$ cat src/design/rtfp_pkg.sv
// ----------------------------------------------------------------------------
// Radar target frame parser package
// Frame markers, status and kind codes, and the shared command and result types.
// ----------------------------------------------------------------------------
package rtfp_pkg;

	localparam int POS_W = 9;
	localparam int CNT_W = 6;

	localparam logic [7:0] HEAD0 = 8'h55;
	localparam logic [7:0] HEAD1 = 8'hAA;
	localparam logic [7:0] TAIL0 = 8'h5A;
	localparam logic [7:0] TAIL1 = 8'hA5;

	localparam logic [1:0] ST_GOOD  = 2'd0;
	localparam logic [1:0] ST_CSUM  = 2'd1;
	localparam logic [1:0] ST_TAIL  = 2'd2;
	localparam logic [1:0] ST_COUNT = 2'd3;

	localparam logic KIND_TARGET  = 1'b0;
	localparam logic KIND_SUMMARY = 1'b1;

	localparam logic REG_LIMIT = 1'b0;
	localparam logic [CNT_W-1:0] LIMIT_RESET = 6'd32;

	// Frame layout
	localparam logic [POS_W-1:0] POS_COUNT    = 9'd5;
	localparam logic [POS_W-1:0] POS_BODY     = 9'd6;
	localparam logic [POS_W-1:0] POS_SUM0     = 9'd2;
	localparam logic [POS_W-1:0] POS_DIST     = 9'd3;
	localparam logic [POS_W-1:0] LEN_BASE     = 9'd12;
	localparam logic [POS_W-1:0] CHK_FROM_END = 9'd3;

	typedef struct packed {
		logic              go;
		logic              check;
		logic [1:0]        status;
		logic [CNT_W-1:0]  count;
		logic [POS_W-1:0]  len;
	} rtfp_cmd_t;

	typedef struct packed {
		logic        kind;
		logic [1:0]  status;
		logic [4:0]  index;
		logic [15:0] distance;
		logic [15:0] velocity;
		logic [15:0] angle_h;
		logic [15:0] angle_v;
		logic [7:0]  snr;
		logic [15:0] nearest;
		logic [7:0]  interval;
		logic [15:0] number;
		logic        last;
	} rtfp_res_t;

endpackage

$ cat src/design/rtfp_ram.sv
// ----------------------------------------------------------------------------
// Generic single-port-write RAM
// One write port and one read port, read data registered.
// ----------------------------------------------------------------------------
module rtfp_ram #(
	parameter int WIDTH = 8,
	parameter int DEPTH = 512
) (
	input  logic                     clk,
	input  logic                     we,
	input  logic [$clog2(DEPTH)-1:0] waddr,
	input  logic [WIDTH-1:0]         wdata,
	input  logic                     re,
	input  logic [$clog2(DEPTH)-1:0] raddr,
	output logic [WIDTH-1:0]         rdata
);

	logic [WIDTH-1:0] mem_q [DEPTH];

	always_ff @(posedge clk) begin
		if (we) begin
			mem_q[waddr] <= wdata;
		end
		if (re) begin
			rdata <= mem_q[raddr];
		end
	end

endmodule

$ cat src/design/rtfp_seq.sv
// ----------------------------------------------------------------------------
// Frame read-back sequencer
// Walks the frame buffer one byte at a time: sums the checksum span with a
// byte adder, then gathers target records and the summary, or just a summary.
// ----------------------------------------------------------------------------
module rtfp_seq #(
	parameter int BUFFER_DEPTH = 512
) (
	input  logic                            clk,
	input  logic                            arst_n,
	input  rtfp_pkg::rtfp_cmd_t             cmd,
	output logic                            busy,
	output logic                            ram_re,
	output logic [$clog2(BUFFER_DEPTH)-1:0] ram_raddr,
	input  logic [7:0]                      ram_rdata,
	output rtfp_pkg::rtfp_res_t             res,
	output logic                            res_valid,
	input  logic                            res_ready
);

	import rtfp_pkg::*;

	localparam int AW = $clog2(BUFFER_DEPTH);

	localparam logic [1:0] S_IDLE   = 2'd0;
	localparam logic [1:0] S_SUM    = 2'd1;
	localparam logic [1:0] S_GATHER = 2'd2;
	localparam logic [1:0] S_EMIT   = 2'd3;

	logic [1:0]       state_q;
	logic             ph_q;
	logic [AW-1:0]    addr_q;
	logic [AW-1:0]    chk_addr_q;
	logic [7:0]       sum_q;
	logic [CNT_W-1:0] count_q;
	logic [CNT_W-1:0] idx_q;
	logic [3:0]       bc_q;
	logic [63:0]      shr_q;
	rtfp_res_t        res_q;

	logic [71:0] rec;
	logic [39:0] smry;

	function automatic rtfp_res_t mk_summary(input logic [1:0] st);
		rtfp_res_t r;
		r        = '0;
		r.kind   = KIND_SUMMARY;
		r.status = st;
		r.last   = 1'b1;
		return r;
	endfunction

	assign rec  = {shr_q, ram_rdata};
	assign smry = {shr_q[31:0], ram_rdata};

	assign busy      = (state_q != S_IDLE);
	assign ram_re    = !ph_q && ((state_q == S_SUM) || (state_q == S_GATHER));
	assign ram_raddr = addr_q;
	assign res       = res_q;
	assign res_valid = (state_q == S_EMIT);

	always_ff @(posedge clk or negedge arst_n) begin
		if (!arst_n) begin
			state_q <= S_IDLE;
			ph_q    <= 1'b0;
			bc_q    <= '0;
			idx_q   <= '0;
		end else begin
			case (state_q)
				S_IDLE: begin
					ph_q  <= 1'b0;
					bc_q  <= '0;
					idx_q <= '0;
					if (cmd.go) begin
						state_q <= cmd.check ? S_SUM : S_EMIT;
					end
				end
				S_SUM: begin
					ph_q <= ~ph_q;
					if (ph_q && (addr_q == chk_addr_q)) begin
						state_q <= (sum_q == ram_rdata) ? S_GATHER : S_EMIT;
					end
				end
				S_GATHER: begin
					ph_q <= ~ph_q;
					if (ph_q) begin
						bc_q <= bc_q + 4'd1;
						if (idx_q == count_q) begin
							if (bc_q == 4'd4) begin
								state_q <= S_EMIT;
							end
						end else if (bc_q == 4'd8) begin
							state_q <= S_EMIT;
						end
					end
				end
				S_EMIT: begin
					if (res_ready) begin
						if (res_q.last) begin
							state_q <= S_IDLE;
						end else begin
							state_q <= S_GATHER;
							bc_q    <= '0;
							idx_q   <= idx_q + 6'd1;
							ph_q    <= 1'b0;
						end
					end
				end
				default: begin
					state_q <= S_IDLE;
				end
			endcase
		end
	end

	// Datapath: address walk, byte adder, record assembly
	always_ff @(posedge clk) begin
		case (state_q)
			S_IDLE: begin
				if (cmd.go) begin
					count_q    <= cmd.count;
					sum_q      <= '0;
					chk_addr_q <= AW'(cmd.len - CHK_FROM_END);
					addr_q     <= AW'(POS_SUM0);
					res_q      <= mk_summary(cmd.status);
				end
			end
			S_SUM: begin
				if (ph_q) begin
					if (addr_q == chk_addr_q) begin
						addr_q <= AW'(POS_BODY);
						res_q  <= mk_summary(ST_CSUM);
					end else begin
						sum_q  <= sum_q + ram_rdata;
						addr_q <= addr_q + AW'(1);
					end
				end
			end
			S_GATHER: begin
				if (ph_q) begin
					shr_q  <= rec[63:0];
					addr_q <= addr_q + AW'(1);
					if (idx_q == count_q) begin
						// interval and frame number read, jump back for the distance
						if (bc_q == 4'd2) begin
							addr_q <= AW'(POS_DIST);
						end
						if (bc_q == 4'd4) begin
							res_q          <= mk_summary(ST_GOOD);
							res_q.interval <= smry[39:32];
							res_q.number   <= smry[31:16];
							res_q.nearest  <= smry[15:0];
						end
					end else if (bc_q == 4'd8) begin
						res_q          <= '0;
						res_q.kind     <= KIND_TARGET;
						res_q.status   <= ST_GOOD;
						res_q.index    <= idx_q[4:0];
						res_q.distance <= rec[71:56];
						res_q.velocity <= rec[55:40];
						res_q.angle_h  <= rec[39:24];
						res_q.angle_v  <= rec[23:8];
						res_q.snr      <= rec[7:0];
						res_q.last     <= 1'b0;
					end
				end
			end
			default: begin
				addr_q <= addr_q;
			end
		endcase
	end

endmodule

$ cat src/design/radar_target_frame_parser.sv
// ----------------------------------------------------------------------------
// Radar target frame parser
// Takes one byte per transaction, hunts for the header and stores the frame
// in a buffer RAM; at the frame end a sequencer checks it and emits the results.
// A byte that neither closes a frame nor fails the count check leaves byte_ready high.
// Count or tail errors: one status summary, via the command register and emit state.
// Good frame: a checksum walk, then each target record and the summary; each byte
//   read has a read and a capture phase, and each result a hand-over, plus stalls.
// Reset clears the parser position and limit (32); the buffer is not cleared.
// ----------------------------------------------------------------------------
module radar_target_frame_parser #(
	parameter int MAX_TARGETS  = 32,
	parameter int BUFFER_DEPTH = 512
) (
	input  logic               clk,
	input  logic               arst_n,
	input  logic               psel,
	input  logic               penable,
	input  logic               pwrite,
	input  logic [2:0]         paddr,
	input  logic [31:0]        pwdata,
	output logic [31:0]        prdata,
	output logic               pready,
	input  logic               byte_valid,
	output logic               byte_ready,
	input  logic [7:0]         rx_byte,
	output logic               result_valid,
	input  logic               result_ready,
	output logic               kind,
	output logic [1:0]         status,
	output logic [4:0]         target_index,
	output logic [15:0]        target_distance,
	output logic signed [15:0] target_velocity,
	output logic signed [15:0] angle_horizontal,
	output logic signed [15:0] angle_vertical,
	output logic [7:0]         signal_to_noise,
	output logic [15:0]        nearest_distance,
	output logic [7:0]         frame_interval,
	output logic [15:0]        frame_number,
	output logic               last
);

	import rtfp_pkg::*;

	localparam int AW = $clog2(BUFFER_DEPTH);
	localparam logic [7:0] MAX_T = 8'(MAX_TARGETS);

	logic [CNT_W-1:0] limit_q;
	logic [POS_W-1:0] pos_q;
	logic [CNT_W-1:0] count_q;
	logic [POS_W-1:0] len_q;
	logic [7:0]       prev_q;
	rtfp_cmd_t        cmd_q;

	logic [7:0]       lim;
	logic [POS_W-1:0] pos_nxt;
	logic [POS_W-1:0] len_new;
	logic             byte_fire;
	logic             ram_we;
	logic             seq_busy;
	logic             ram_re;
	logic [AW-1:0]    ram_raddr;
	logic [7:0]       ram_rdata;
	rtfp_res_t        res;

	assign pready = 1'b1;
	assign prdata = (paddr[2] == REG_LIMIT) ? 32'(limit_q) : '0;

	always_ff @(posedge clk or negedge arst_n) begin
		if (!arst_n) begin
			limit_q <= LIMIT_RESET;
		end else if (psel && penable && pwrite && (paddr[2] == REG_LIMIT)) begin
			limit_q <= pwdata[CNT_W-1:0];
		end
	end

	assign lim       = ({2'b00, limit_q} > MAX_T) ? MAX_T : {2'b00, limit_q};
	assign pos_nxt   = pos_q + 9'd1;
	assign len_new   = LEN_BASE + {rx_byte[CNT_W-1:0], 3'b000} + POS_W'(rx_byte[CNT_W-1:0]);
	assign byte_ready = !seq_busy && !cmd_q.go;
	assign byte_fire = byte_valid && byte_ready;

	always_comb begin
		case (pos_q)
			9'd0:    ram_we = byte_fire && (rx_byte == HEAD0);
			9'd1:    ram_we = byte_fire && (rx_byte == HEAD1);
			default: ram_we = byte_fire;
		endcase
	end

	always_ff @(posedge clk or negedge arst_n) begin
		if (!arst_n) begin
			pos_q   <= '0;
			count_q <= '0;
			len_q   <= '0;
			cmd_q   <= '0;
		end else begin
			cmd_q.go <= 1'b0;
			if (byte_fire) begin
				if (pos_q == 9'd0) begin
					if (rx_byte == HEAD0) begin
						pos_q <= 9'd1;
					end
				end else if (pos_q == 9'd1) begin
					// restart the hunt on a wrong second header byte
					pos_q <= (rx_byte == HEAD1) ? 9'd2 : 9'd0;
				end else if (pos_q < POS_BODY) begin
					pos_q <= pos_nxt;
					if (pos_q == POS_COUNT) begin
						if (rx_byte > lim) begin
							pos_q        <= '0;
							cmd_q.go     <= 1'b1;
							cmd_q.check  <= 1'b0;
							cmd_q.status <= ST_COUNT;
						end else begin
							count_q <= rx_byte[CNT_W-1:0];
							len_q   <= len_new;
						end
					end
				end else begin
					pos_q <= pos_nxt;
					if (pos_nxt >= len_q) begin
						pos_q       <= '0;
						cmd_q.go    <= 1'b1;
						cmd_q.count <= count_q;
						cmd_q.len   <= len_q;
						if ((prev_q != TAIL0) || (rx_byte != TAIL1)) begin
							cmd_q.check  <= 1'b0;
							cmd_q.status <= ST_TAIL;
						end else begin
							cmd_q.check  <= 1'b1;
							cmd_q.status <= ST_GOOD;
						end
					end
				end
			end
		end
	end

	// hold the previous byte for the tail check
	always_ff @(posedge clk) begin
		if (byte_fire) begin
			prev_q <= rx_byte;
		end
	end

	rtfp_ram #(
		.WIDTH(8),
		.DEPTH(BUFFER_DEPTH)
	) u_buf (
		.clk   (clk),
		.we    (ram_we),
		.waddr (AW'(pos_q)),
		.wdata (rx_byte),
		.re    (ram_re),
		.raddr (ram_raddr),
		.rdata (ram_rdata)
	);

	rtfp_seq #(
		.BUFFER_DEPTH(BUFFER_DEPTH)
	) u_seq (
		.clk       (clk),
		.arst_n    (arst_n),
		.cmd       (cmd_q),
		.busy      (seq_busy),
		.ram_re    (ram_re),
		.ram_raddr (ram_raddr),
		.ram_rdata (ram_rdata),
		.res       (res),
		.res_valid (result_valid),
		.res_ready (result_ready)
	);

	assign kind             = res.kind;
	assign status           = res.status;
	assign target_index     = res.index;
	assign target_distance  = res.distance;
	assign target_velocity  = $signed(res.velocity);
	assign angle_horizontal = $signed(res.angle_h);
	assign angle_vertical   = $signed(res.angle_v);
	assign signal_to_noise  = res.snr;
	assign nearest_distance = res.nearest;
	assign frame_interval   = res.interval;
	assign frame_number     = res.number;
	assign last             = res.last;

endmodule

$ cat config.mk
export PLATFORM = sky130hd
export DESIGN_NAME = radar_target_frame_parser
export DESIGN_NICKNAME = d
export VERILOG_FILES = /design/src/design/rtfp_pkg.sv /design/src/design/rtfp_ram.sv /design/src/design/rtfp_seq.sv /design/src/design/radar_target_frame_parser.sv
export SDC_FILE = /design/constraint.sdc
export NUM_CORES = 2
export LEC_CHECK = 0
export ABC_CLOCK_PERIOD_IN_PS = 8450
export BUFFER_PORTS_ARGS = -buffer_cell sky130_fd_sc_hd__buf_4
export CAP_MARGIN = 20
export CORE_ASPECT_RATIO = 0.75
export CORE_UTILIZATION = 40
export DETAILED_ROUTE_END_ITERATION = 8
export PLACE_DENSITY = 0.66
export SLEW_MARGIN = 40
export SYNTH_ARGS = -nofsm -noshare
export SYNTH_HDL_FRONTEND = slang
export SYNTH_HIERARCHICAL = 1
export SYNTH_SLANG_ARGS = --single-unit
$ cat constraint.sdc
create_clock -name clk -period 8.45 [get_ports clk]
set_input_delay 0.4225 -clock clk [delete_from_list [all_inputs] [get_ports clk]]
set_output_delay 0.4225 -clock clk [all_outputs]
set_load 0.01 [all_outputs]
Word level (Yosys, flattened, before mapping). Memory sizes are Yosys's and may differ from the RTL's. A register that Yosys moved wholly into a read port is not among the register bits. Index checks and enable logic that the tools add are counted.

Add/subtract/negate cells: 8. Reductions and logical operators: 36. Bitwise operators: 6. Order comparisons: 4. Mux-type cells: 62. Eq/ne operators: 28.

Operators by type and width (number): two-way mux 121 bit (7); case mux 121 bit (3 select lines) (1); two-way mux 9 bit (13); two-way mux 19 bit (4); case mux 9 bit (3 select lines) (1); two-way mux 4 bit (6); two-way mux 6 bit (4); two-way mux 8 bit (3); two-way mux 2 bit (10); adder 9 x 1 -> 9 bit, second input constant (2); AND reduction 6 bit (3); case mux 8 bit (2 select lines) (1); two-way mux 15 bit (1); inequality test 2 bit, second input constant (6); case mux 4 bit (3 select lines) (1); case mux 6 bit (2 select lines) (1); AND reduction 4 bit (3); inequality test 2 x 1 -> 1 bit, second input constant (5); adder 4 x 9 -> 9 bit, first input constant (1); adder 9 x 6 -> 9 bit (1); equality test 9 x 1 -> 1 bit, second input constant (1); equality test 9 x 3 -> 1 bit, second input constant (1); equality test 9 bit (1); greater-or-equal comparator 9 bit (1); other kinds (37) (66).

Bits of input ports: 50. Register bits: 287. Output and inout port bits: 156. Logic and storage cells: 176. Memory bits (writable): 4096. Memories kept: 1.

Memories: u_buf.mem_q (words 512, bits a word 8, read ports 1, clocked after Yosys merged registers in 1, write ports 1, line rtfp_ram.sv:18) `logic [WIDTH-1:0] mem_q [DEPTH];`.

Logic depth before layout (Yosys ltp).
Depth in word-level cells: 9. Depth in mapped cells: 12. Mapped depth without buffers: 11.

Cells and area by module. The synthesis kept the hierarchy.

Modules (own cells, without submodules): rtfp_ram (cells each 8030, times used 1, area an instance 160007.2 µm², sequential area each 123238.2 µm²); rtfp_seq (cells each 619, times used 1, area an instance 9006.1 µm², sequential area each 6811.5 µm²); radar_target_frame_parser (cells each 284, times used 1, area an instance 3196.8 µm², sequential area each 1367.6 µm²).

Least setup slack after synthesis. No wires, ideal clock.

Path kind: register -> register. From: register u_seq.state_q[0]. To: register u_seq.res_q (netlist bit u_seq/res[100]) (enable). Data required time: 7957 ps. Arrival: 4365 ps. Setup time: 493 ps. Path buffers: 1. Stages on the path, launching flop included: 8. Slack: 3592 ps. Clock period less this slack: 4858 ps. Cells stage by stage: dfrtp_1 > inv_1 > ha_1 > clkbuf_1 > nor2_1 > o22ai_1 > nor2_1 > and2_1.

Cells in the longest elaborated chain, start to end: 3. Elaborated cells on any way between the ends: 11. Classes of those cells: eq/ne (8); reduce/logical (3).

RTL lines: start: declaration (line rtfp_seq.sv:30) `logic [1:0] state_q;`; start signal: assignment (line rtfp_seq.sv:75) `state_q <= cmd.check ? S_SUM : S_EMIT;`; start signal: assignment (line rtfp_seq.sv:81) `state_q <= (sum_q == ram_rdata) ? S_GATHER : S_EMIT;`; equality test 2 bit (tied with other cells) (line rtfp_seq.sv:118) `case (state_q)`; inequality test 3 bit (no source line) (tied with other cells); AND reduction 7 bit (no source line) *; end signal: assignment (line rtfp_seq.sv:125) `res_q <= mk_summary(cmd.status);`; end signal: assignment (line rtfp_seq.sv:132) `res_q <= mk_summary(ST_CSUM);`; end signal: assignment (line rtfp_seq.sv:149) `res_q <= mk_summary(ST_GOOD);`; end: declaration (line rtfp_seq.sv:39) `rtfp_res_t res_q;`.

Mark *: on every way between the ends. The rest lies on a longest branch, timed or not. A chain may end at the register's enable or synchronous reset.

==> key figures <==
Routing
  – Via/cell ratio: around 5.9
  – Post-route ant nets: 0
  – WL final: approximately 430 mm
  – WL met3: between 50 and 60 mm
  – Routed vias: slightly below 90k
  – DRC: 0
  – Drt initial violations: 12.5k
  – Drt first pass iters: 6
  – Post-Route M1 WL: between 150 and 200 mm
  – WL/cell: around 29 um
  – Met2 WL post-DR: 193 mm
  – Top Metal Used: met5

Logic synthesis
  – Cell variety after synth: 80
  – Top FF cell, synth: edfxtp_1
  – Synth warnings: 6
  – Register area share after synthesis: 0.763
  – Ys async rst share: 0.0132
  – Syn Std Cell Area: 0.172 mm2
  – Syn Inst Count: 8,933
  – Mean Syn Cell Area: about 19 um2
  – Flops & latches, synth: approximately 4.4k
  – Post-synth EDFFs: around 4.3k

Floorplan
  – Rows: 208
  – Core ar.: around 0.43 mm2
  – Die Y: about 570 um
  – DIE AREA: 0.433 mm2
  – Die width: between 700 and 800 um
  – Starting Density: 0.402
  – I/O pin total: 206

Finish
  – Fill count: 35.6k
  – Synthesis-to-finish area growth: 11.5%
  – Final Net Count: approximately 9.2k
  – Commonest non-fill, non-tap cells in the layout: edfxtp_1, mux2i_1, mux4_2
  – Share of cells above drive strength 1: 0.180
  – Most common cell after layout, fill and taps aside: edfxtp_1

Timing
  – Actual slew at the worst max-slew pin: slightly below 1000 ps
  – Final setup violation count: 0
  – Crit share post-route: 0.632
  – Fmax: between 0.15 and 0.2 GHz
  – Fin. Hold Viols: 0
  – Unrepaired setup endpoints after global routing: false
  – Final Slew Violations: 0
  – Slew headroom: 0.333
  – Worst hold margin: roughly 24 ps
  – Total negative slack: 0 ps
  – Minimum clock period: between 5000 and 6000 ps
  – Clock Skews: around 61 ps
  – Final worst slack: 3110 ps

Setup path
  – Worst Path Arrival: slightly above 6000 ps
  – CP required: around 9300 ps
  – Critical Path Start Type: register
  – Worst-path fanout max: about 100
  – Critical setup path kind: reg -> reg
  – Crit. End Element: register

Power and ir drop
  – Clock network power share: 0.291
  – Sw Share: 0.320
  – Cell-internal power: 40.5 mW
  – Combinational power share: 0.289
  – Seq pwr share: 0.420
  – Pleak: 60.1 nW
  – Pwr Density: approximately 310 mW/mm2
  – Sw Pwr: roughly 19 mW
  – VDD IR-drop max: 0.335 mV

Clock tree
  – Clock transition at path regs: 70 ps
  – Bufs on Longest Clock Path: 4
  – Post-CTS Setup Inserts: 0
  – Post_cts resized: 0
  – Clk_lat worst skew: between 900 and 1000 ps
  – Clock buffer count from CTS: 387
  – CTS Hold Bufs: 18
  – Clock tree from TritonCTS: done
  – Root Buffer: clkbuf_16
  – Clk sink count: 4,386
  – H-tree levels: 5

Global route
  – First-pass GRT wire length: 615 mm
  – GRT Resource Usage Total: 0.192
  – Initial antenna violation count: 20
  – Vias in the first global route: between 80k and 90k
  – Largest net degree at the start of global routing: between 150 and 200
  – Grt total ovfl: 0

Place
  – Place WS: between 3000 and 4000 ps
  – Placed wire-length estimate: 259 mm
  – Routability Congestion: approximately 0.87
  – Buffers added on ports: 150

Min path
  – Hold Crit Class: in -> async

Run status
  – Outcome: finished clean

Flow run
  – Max cap viols: 0
## critical path, cell delays in order, from the launching register on
cell      delay, ps
edfxtp_1        400
buf_4           660
buf_12          480
buf_4           690
mux4_2          400
o22ai_1          80
o21ai_0         690
nand4_1         330
nor4_2          910
o2111a_1        310
## per-stage QoR
stage	area [um2]	instances	power, mW	util
floorplan	172000	8958	36.5	-
global placement	179000	14400	42.1	0.418
detailed placement	179000	14400	42.4	0.418
CTS	192000	15100	59.6	0.447
global route	192000	15100	61.4	0.448
finish	192000	15100	59.6	0.448
## worst paths after layout
kind                                    start               to  slack (ps)  cells past startpoint
max reg2reg                u_seq/ram_raddr[1]   u_buf/rdata[3]        3110                      9
min in group clk                       pwrite       limit_q[3]          80                      3
min reg2reg                   u_seq/shr_q[52]  u_seq/shr_q[60]         440                      0
max in group asynchronous              arst_n       limit_q[5]        8030                      2
min                                    arst_n    u_seq/bc_q[3]          20                      2
max                        u_seq/ram_raddr[1]   u_buf/rdata[3]        3110                      9
## layer usage
metal | track usage | vias to the layer above
li1 | - | 36900
met1 | 0.283 | 46700
met2 | 0.287 | 4842
met3 | 0.0480 | 579
met4 | 0.0490 | 6
met5 | 0 | -
## cell type report
class	instances	area, um2	area share
repair buffers	327	3110	0.0162
clock inverters	232	2120	0.0110
inverters	42	165	0.000860
multi-input cells	3959	38100	0.198
diodes	7	17.5	0.0000912
clock buffers	465	10100	0.0526
flip-flops and latches	4386	131000	0.684
well taps	5670	7090	0.0369
## registers in the layout, indices dropped and copies added, names as in the netlist
name and count:
cmd_q 17, count_q 6, len_q 7, limit_q 6, pos_q 9, prev_q 8
u_buf/mem_q 4096, u_buf/rdata 8, u_seq/bc_q 4, u_seq/chk_addr_q 9, u_seq/count_q 6, u_seq/idx_q 6
u_seq/ph_q 1, u_seq/ram_raddr 9, u_seq/res 120, u_seq/shr_q 64, u_seq/state_q 2, u_seq/sum_q 8
## synthesized netlist by cell type (all sizes together), types with 3 or more instances
master | number | area (um2)
nand2b | 11 | 68.8
nand4 | 40 | 250
a31oi | 5 | 31.3
o211ai | 4 | 30.0
nor4bb | 5 | 50.1
xnor2 | 22 | 193
o221ai | 372 | 3260
or2 | 5 | 31.3
nor2b | 23 | 144
mux4 | 654 | 14700
clkbuf | 290 | 1090
xor2 | 26 | 228
buf | 281 | 2200
mux2i | 806 | 8070
o21ai | 141 | 706
dfrtp | 57 | 1430
nand2 | 180 | 678
edfxtp | 4328 | 130000
ha | 43 | 538
nor4 | 40 | 250
o22ai | 165 | 1030
a211oi | 19 | 143
o31ai | 14 | 119
and3b | 5 | 43.8
nor3 | 117 | 597
a21oi | 210 | 1050
a22oi | 63 | 473
nand3 | 53 | 265
inv | 42 | 158
mux2 | 29 | 360
o22a | 3 | 26.3
nand4b | 4 | 35.0
nor2 | 709 | 2680
and3 | 49 | 307
o2111a | 8 | 90.1
a32o | 6 | 60.1
nor3b | 10 | 75.1
or3 | 10 | 67.6
a21o | 9 | 67.6
o311ai | 6 | 52.6
a22o | 5 | 43.8
and2 | 28 | 175
o41ai | 8 | 70.1
a2111oi | 4 | 35.0
## logic make-up after synthesis
kind of cell               share of synthesized area
adders and majority gates                    0.00336
DFF                                            0.763
AOI/OAI and AO/OA                             0.0430
muxes                                          0.134
other                                      0.0000436
buffers and inverters                         0.0200
xor gates and xnor gates                     0.00244
and+or+nand+nor                               0.0335
## power groups by stage
| stage | Sequential [mW] | Combinational, mW | Clock (mW) |
|---|---|---|---|
| finish | 25.1 | 17.2 | 17.4 |
| global route | 25.1 | 18.0 | 18.4 |
| CTS | 25.1 | 16.9 | 17.6 |
| detailed placement | 25.5 | 16.9 | 0 |
| global placement | 25.5 | 16.6 | 0 |
| floorplan | 25.5 | 11.0 | 0 |
Power figures use the tool's default switching activity.
